File: src/hdl/sensor_word_crc_check_convert_assert.svh
// assertion macros for the sensor word checker
`ifndef SENSOR_WORD_CRC_CHECK_CONVERT_ASSERT_SVH
`define SENSOR_WORD_CRC_CHECK_CONVERT_ASSERT_SVH

`ifndef SYNTHESIS

// condition holds at every clock edge outside reset
`define SWCC_ASSERT(lbl, cond) \
  lbl: assert property (@(posedge clk_i) disable iff (!rst_ni) (cond)) \
    else $error("sensor word check failed: cond");

// consequence holds in the cycle after the trigger
`define SWCC_ASSERT_NEXT(lbl, trig, cons) \
  lbl: assert property (@(posedge clk_i) disable iff (!rst_ni) (trig) |=> (cons)) \
    else $error("sensor word check failed: trig then cons");

`else

`define SWCC_ASSERT(lbl, cond)
`define SWCC_ASSERT_NEXT(lbl, trig, cons)

`endif

`endif

File: src/hdl/swcc_pkg.sv
package swcc_pkg;

  // crc-8 parameters
  localparam logic [7:0] CRC_POLY = 8'h31;
  localparam logic [7:0] CRC_INIT = 8'hFF;

  // scaling of the word to hundredths
  localparam logic [14:0] TEMP_SCALE  = 15'd17500;
  localparam logic [13:0] HUM_SCALE   = 14'd10000;
  localparam logic [15:0] TEMP_BASE   = 16'd4500;
  localparam logic [16:0] WORD_MAX    = 17'd65535;

  // position of the next byte in its triple
  typedef enum logic [1:0] {
    POS_HIGH  = 2'd0,
    POS_LOW   = 2'd1,
    POS_CHECK = 2'd2
  } byte_pos_e;

  // one byte through the crc, msb first
  function automatic logic [7:0] crc8_update(input logic [7:0] crc, input logic [7:0] b);
    logic [7:0] c;
    c = crc ^ b;
    for (int k = 0; k < 8; k++) begin
      if (c[7]) begin
        c = {c[6:0], 1'b0} ^ CRC_POLY;
      end else begin
        c = {c[6:0], 1'b0};
      end
    end
    return c;
  endfunction

endpackage

File: src/hdl/sensor_word_crc_check_convert.sv
// channel  direction  handshake                 payload
// in       input      in_valid_i / in_stall_o   rx_byte_i, frame_start_i
// out      output     out_valid_o / out_stall_i word_value_o, crc_ok_o, computed_crc_o,
//                                               temp_centi_o, humidity_centi_o
//
// one byte is taken every cycle while in_valid_i is high and in_stall_o is low; only a check byte makes a result
// the edge that takes the check byte loads the word register; the result register loads
// on the next edge on which the block advances, which raises out_valid_o
// reset (rst_ni low, asynchronous) empties both registers and returns to the high byte
// in_stall_o is high exactly while a result waits at the output and out_stall_i is high
`include "sensor_word_crc_check_convert_assert.svh"

module sensor_word_crc_check_convert (
  input  logic               clk_i,
  input  logic               rst_ni,
  input  logic               in_valid_i,
  output logic               in_stall_o,
  input  logic [7:0]         rx_byte_i,
  input  logic               frame_start_i,
  output logic               out_valid_o,
  input  logic               out_stall_i,
  output logic [15:0]        word_value_o,
  output logic               crc_ok_o,
  output logic [7:0]         computed_crc_o,
  output logic signed [14:0] temp_centi_o,
  output logic [13:0]        humidity_centi_o
);

  // pipeline advance
  logic advance;
  logic accept;

  // frame state
  swcc_pkg::byte_pos_e pos_q, pos_d;
  logic [7:0] high_q, high_d;
  logic [7:0] low_q, low_d;
  logic [7:0] crc_q, crc_d;
  logic       emit;

  // stage one: checked word
  logic        s1_valid_q;
  logic [15:0] s1_word_q;
  logic [7:0]  s1_crc_q;
  logic        s1_ok_q;

  // stage two: scaling, division by 65535 and offset
  logic        out_valid_q;
  logic [30:0] temp_prod;
  logic [29:0] hum_prod;
  logic [16:0] temp_sum;
  logic [16:0] hum_sum;
  logic [14:0] temp_quot;
  logic [13:0] hum_quot;
  logic [15:0] temp_wide;

  assign advance    = !(out_valid_q && out_stall_i);
  assign accept     = in_valid_i && advance;
  assign in_stall_o = !advance;

  // frame state registers
  always_ff @(posedge clk_i or negedge rst_ni) begin
    if (!rst_ni) begin
      pos_q  <= swcc_pkg::POS_HIGH;
      high_q <= 8'd0;
      low_q  <= 8'd0;
      crc_q  <= swcc_pkg::CRC_INIT;
    end else if (accept) begin
      pos_q  <= pos_d;
      high_q <= high_d;
      low_q  <= low_d;
      crc_q  <= crc_d;
    end
  end

  // byte position decode and crc update
  always_comb begin
    swcc_pkg::byte_pos_e pos_eff;
    pos_eff = frame_start_i ? swcc_pkg::POS_HIGH : pos_q;
    pos_d   = pos_q;
    high_d  = high_q;
    low_d   = low_q;
    crc_d   = crc_q;
    emit    = 1'b0;
    unique case (pos_eff)
      swcc_pkg::POS_LOW: begin
        low_d = rx_byte_i;
        crc_d = swcc_pkg::crc8_update(crc_q, rx_byte_i);
        pos_d = swcc_pkg::POS_CHECK;
      end
      swcc_pkg::POS_CHECK: begin
        emit  = 1'b1;
        crc_d = swcc_pkg::CRC_INIT;
        pos_d = swcc_pkg::POS_HIGH;
      end
      default: begin
        high_d = rx_byte_i;
        crc_d  = swcc_pkg::crc8_update(swcc_pkg::CRC_INIT, rx_byte_i);
        pos_d  = swcc_pkg::POS_LOW;
      end
    endcase
  end

  // stage valid bits
  always_ff @(posedge clk_i or negedge rst_ni) begin
    if (!rst_ni) begin
      s1_valid_q  <= 1'b0;
      out_valid_q <= 1'b0;
    end else if (advance) begin
      s1_valid_q  <= accept && emit;
      out_valid_q <= s1_valid_q;
    end
  end

  // stage one payload
  always_ff @(posedge clk_i) begin
    if (advance) begin
      s1_word_q <= {high_q, low_q};
      s1_crc_q  <= crc_q;
      s1_ok_q   <= (rx_byte_i == crc_q);
    end
  end

  // floor(x / 65535) = hi + (hi + lo >= 65535), with hi = x >> 16, lo = x mod 65536
  always_comb begin
    temp_prod = 31'(s1_word_q) * 31'(swcc_pkg::TEMP_SCALE);
    hum_prod  = 30'(s1_word_q) * 30'(swcc_pkg::HUM_SCALE);
    temp_sum  = 17'(temp_prod[30:16]) + 17'(temp_prod[15:0]);
    hum_sum   = 17'(hum_prod[29:16]) + 17'(hum_prod[15:0]);
    temp_quot = temp_prod[30:16] + 15'(temp_sum >= swcc_pkg::WORD_MAX);
    hum_quot  = hum_prod[29:16] + 14'(hum_sum >= swcc_pkg::WORD_MAX);
    temp_wide = {1'b0, temp_quot} - swcc_pkg::TEMP_BASE;
  end

  // result register
  always_ff @(posedge clk_i) begin
    if (advance) begin
      word_value_o     <= s1_word_q;
      crc_ok_o         <= s1_ok_q;
      computed_crc_o   <= s1_crc_q;
      temp_centi_o     <= signed'(temp_wide[14:0]);
      humidity_centi_o <= hum_quot;
    end
  end

  assign out_valid_o = out_valid_q;

  // checks on the pipeline and the conversions
  `SWCC_ASSERT(a_pos_legal, pos_q != 2'd3)
  `SWCC_ASSERT_NEXT(a_stall_holds, out_valid_q && out_stall_i, out_valid_q && $stable(s1_valid_q))
  `SWCC_ASSERT_NEXT(a_check_emits, accept && !frame_start_i && pos_q == swcc_pkg::POS_CHECK, s1_valid_q)
  `SWCC_ASSERT(a_hum_range, !out_valid_q || humidity_centi_o <= 14'd10000)

endmodule

File: config.mk
export PLATFORM = sky130hd
export DESIGN_NAME = sensor_word_crc_check_convert
export DESIGN_NICKNAME = d
export VERILOG_FILES = /design/src/hdl/swcc_pkg.sv /design/src/hdl/sensor_word_crc_check_convert.sv
export VERILOG_INCLUDE_DIRS = /design/src /design/src/hdl
export SDC_FILE = /design/constraint.sdc
export NUM_CORES = 1
export LEC_CHECK = 0
export BUFFER_PORTS_ARGS = -buffer_cell sky130_fd_sc_hd__clkbuf_2
export CELL_PAD_IN_SITES_DETAIL_PLACEMENT = 1
export CELL_PAD_IN_SITES_GLOBAL_PLACEMENT = 1
export CORE_MARGIN = 1
export CORE_UTILIZATION = 50
export DETAILED_ROUTE_END_ITERATION = 10
export PLACE_DENSITY = 0.89
export REMOVE_ABC_BUFFERS = 1
export SYNTH_ARGS = -nofsm -noshare
export SYNTH_HDL_FRONTEND = slang
export SYNTH_SLANG_ARGS = --single-unit
File: constraint.sdc
create_clock -name clk_i -period 11.3 [get_ports clk_i]
set_clock_uncertainty 0.05 [all_clocks]
set_input_delay 0.565 -clock clk_i [delete_from_list [all_inputs] [get_ports clk_i]]
set_output_delay 0.565 -clock clk_i [all_outputs]
set_load 0.005 [all_outputs]
==> flow_metrics.tcl <==
set metrics [dict create \
    grt_pass1_vias 9788 \
    grt_max_degree 79 \
    finalCritPeriodShare_pct 82.46 \
    grt_pass1_wl_um 51050 \
    placed_cell_area_mm2 0.01236 \
    slew_violations 0 \
    area_growth_pct 8.779 \
    die_y_um 154.8 \
    synth_top_area_share_pct 20.80 \
    drc 0 \
    avgSynthCellArea_um2 10.06 \
    fmax_ghz 0.1073 \
    nets 1515 \
    antenna_found_initial 1 \
    yosys.cell_count.top_type "inv_1" \
    grt_use_total_pct 27.87 \
    wirelength_um 31940 \
    drt_iter0_markers 471 \
    ys_seq_area_share_pct 26.41 \
    status "complete, no violations" \
    cts_resized 0 \
    cts_sinks 107 \
    cp_slowest_stage_delay_ns 0.63 \
    reg2reg_depth 33 \
    firstDrtPassIters 5 \
    hp-class "input pin to asynchronous set/reset pin" \
    layout-drive-gt1-share_pct 10.97 \
    gp_congestion 0.8817 \
    synth_enable_flop_cells 79 \
    hold_violations 0 \
    ys_top_cells_by_count "inv_1 (228), ha_1 (194), fa_1 (82)" \
    port_buffers 68 \
    rows 55 \
    ys_types 77 \
    crit_type "register to register" \
    diodes 0 \
    rsz0062_at_grt "false" \
    dp.cells 1528 \
    clk_pin_slew_ns 0.09 \
    clock-root-buffer "clkbuf_16" \
    die_w_um 154.8 \
    dieArea_mm2 0.02396 \
    vias 8951 \
    r2r_start "s1_word_q[9]$_DFFE_PN_" \
    r2r_end "temp_centi_o[14]$_DFFE_PN_" \
    core-area_mm2 0.02278 \
    dpl.hpwl_um 26260 \
    cts_hold_buf 0 \
    setup_violations 0 \
    nFillCells 2574 \
    async_reset_ff_share_pct 26.17 \
    h-tree-depth 3 \
    insertion_delay_ns 0.37 \
    synth.largest_area_cell "ha_1" \
    fin_tns_setup_ns 0 \
    cts_buffers 9 \
    ioPinCount 69 \
    critPathCaptureType "register" \
    slew_headroom_pct 26.65 \
    cap_viol_max_count 0 \
    final_area_mm2 0.01270 \
    crit_top_cell "ha_1" \
    postRouteAntennaNets 0 \
    grt_overflow 0 \
    cts_tree "yes" \
    max-clock-path-buffers 2 \
    ys_warn_count 0 \
    synth_area_leaders "ha_1 (21%), edfxtp_1 (20%), fa_1 (14%)" \
    ys.flop_type "edfxtp_1" \
    crit_arrival_ns 9.40 \
    fin_crit_ns 9.318 \
    synth.ff_latch_count 107 \
    critPathSlowestCell "edfxtp_1" \
    path_max_fanout 8 \
    synth_cells 1160 \
    via_per_inst 5.797 \
    wire_per_inst_um 20.68 \
    r2r_setup_slack_ns 1.98 \
    initial_core_util_pct 51.24 \
    critPathRequiredTime_ns 11.38 \
    worstSetupStartpointType "register" \
    post-route-util_pct 55.74 \
    postCtsSetupBuffers 0 \
    layout.cells.non_filler 1544 \
    worst_pin_slew_ns 1.100 \
    syn_area_mm2 0.01167 \
]
==> area by class of cell <==
class                      instances  area (um2)  share of cell area (%)
clock buffer                       9       225.2                   1.774
tap                              313       391.6                   3.084
multi-input combinational        811        7686                   60.53
inverter                         228       855.8                   6.740
sequential                       107        3083                   24.28
clock inverter                     7       107.6                  0.8475
timing repair buffer              69       347.8                   2.739
==> worst max path at each step <==
stage                                  startpoint                             end  slack, ns
after floorplan           s1_word_q[14]$_DFFE_PN_      temp_centi_o[14]$_DFFE_PN_       3.17
after global placement     s1_word_q[9]$_DFFE_PN_      temp_centi_o[14]$_DFFE_PN_       2.53
after detailed placement   s1_word_q[8]$_DFFE_PN_  humidity_centi_o[10]$_DFFE_PN_       2.17
after CTS                  s1_word_q[8]$_DFFE_PN_  humidity_centi_o[10]$_DFFE_PN_       2.14
after global routing       s1_word_q[9]$_DFFE_PN_      temp_centi_o[14]$_DFFE_PN_       1.50
final                      s1_word_q[9]$_DFFE_PN_      temp_centi_o[14]$_DFFE_PN_       1.98
==> metal layers <==
layer	vias to the layer above	track usage, %	wire (um)
met5	-	0	0
met4	0	13.34	1270
met3	81	3.811	1356
met2	259	50.59	16710
met1	4492	32.34	12600
li1	4119	-	-
==> critical path, delay by kind of cell, from the launching register on <==
family | cells | cell delay (ns)
buf+inv | 4 | 0.25
simple gates | 7 | 1.53
compound gates | 10 | 2.43
flops | 1 | 0.63
xor+xnor | 3 | 0.76
fa+ha+maj | 9 | 3.41
==> metrics by stage <==
| step | hold WS (ns) | setup WS, ns |
|---|---|---|
| finish | 0.1765 | 1.982 |
| global route | 0.2307 | 1.495 |
| CTS | 0.2008 | 2.141 |
| detailed placement | 0.3563 | 2.170 |
| global placement | 0.3514 | 2.534 |
| floorplan | 0.2194 | 3.166 |
==> flip-flops by register name, indices dropped and copies added, names as in the netlist, 8 cells and up <==
| register | count |
|---|---|
| s1_word_q | 16 |
| word_value_o | 16 |
| temp_centi_o | 15 |
| humidity_centi_o | 14 |
| computed_crc_o | 8 |
| crc_q | 8 |
| high_q | 8 |
| low_q | 8 |
| s1_crc_q | 8 |
==> kinds of logic after synthesis <==
family                     count (synthesis)  synth area share (%)
DFF                                      107                 26.41
xor gates and xnor gates                  97                 7.278
and+or+nand+nor                          211                 9.658
AOI/OAI and AO/OA                        209                 12.27
adders and majority gates                276                 34.86
muxes                                     18                 1.715
buffers and inverters                    242                 7.804
==> layout by cell type, fill, tap and decap left out, types with 12 or more instances in the layout <==
cell type  instances
inv_1            228
ha_1             194
fa_1              82
edfxtp_1          79
clkbuf_2          68
xnor2_1           60
a21oi_1           53
nand2_1           48
nor2_1            47
xor2_1            37
o21ai_0           34
dfrtp_1           20
a21o_1            19
mux2_2            16
nand3_1           15
nor3_1            13
and3_1            12
a211oi_1          12
Power is left out: the tool's default activity adds up to more than one toggle a clock period on the data nets, which glitch-free logic cannot reach.
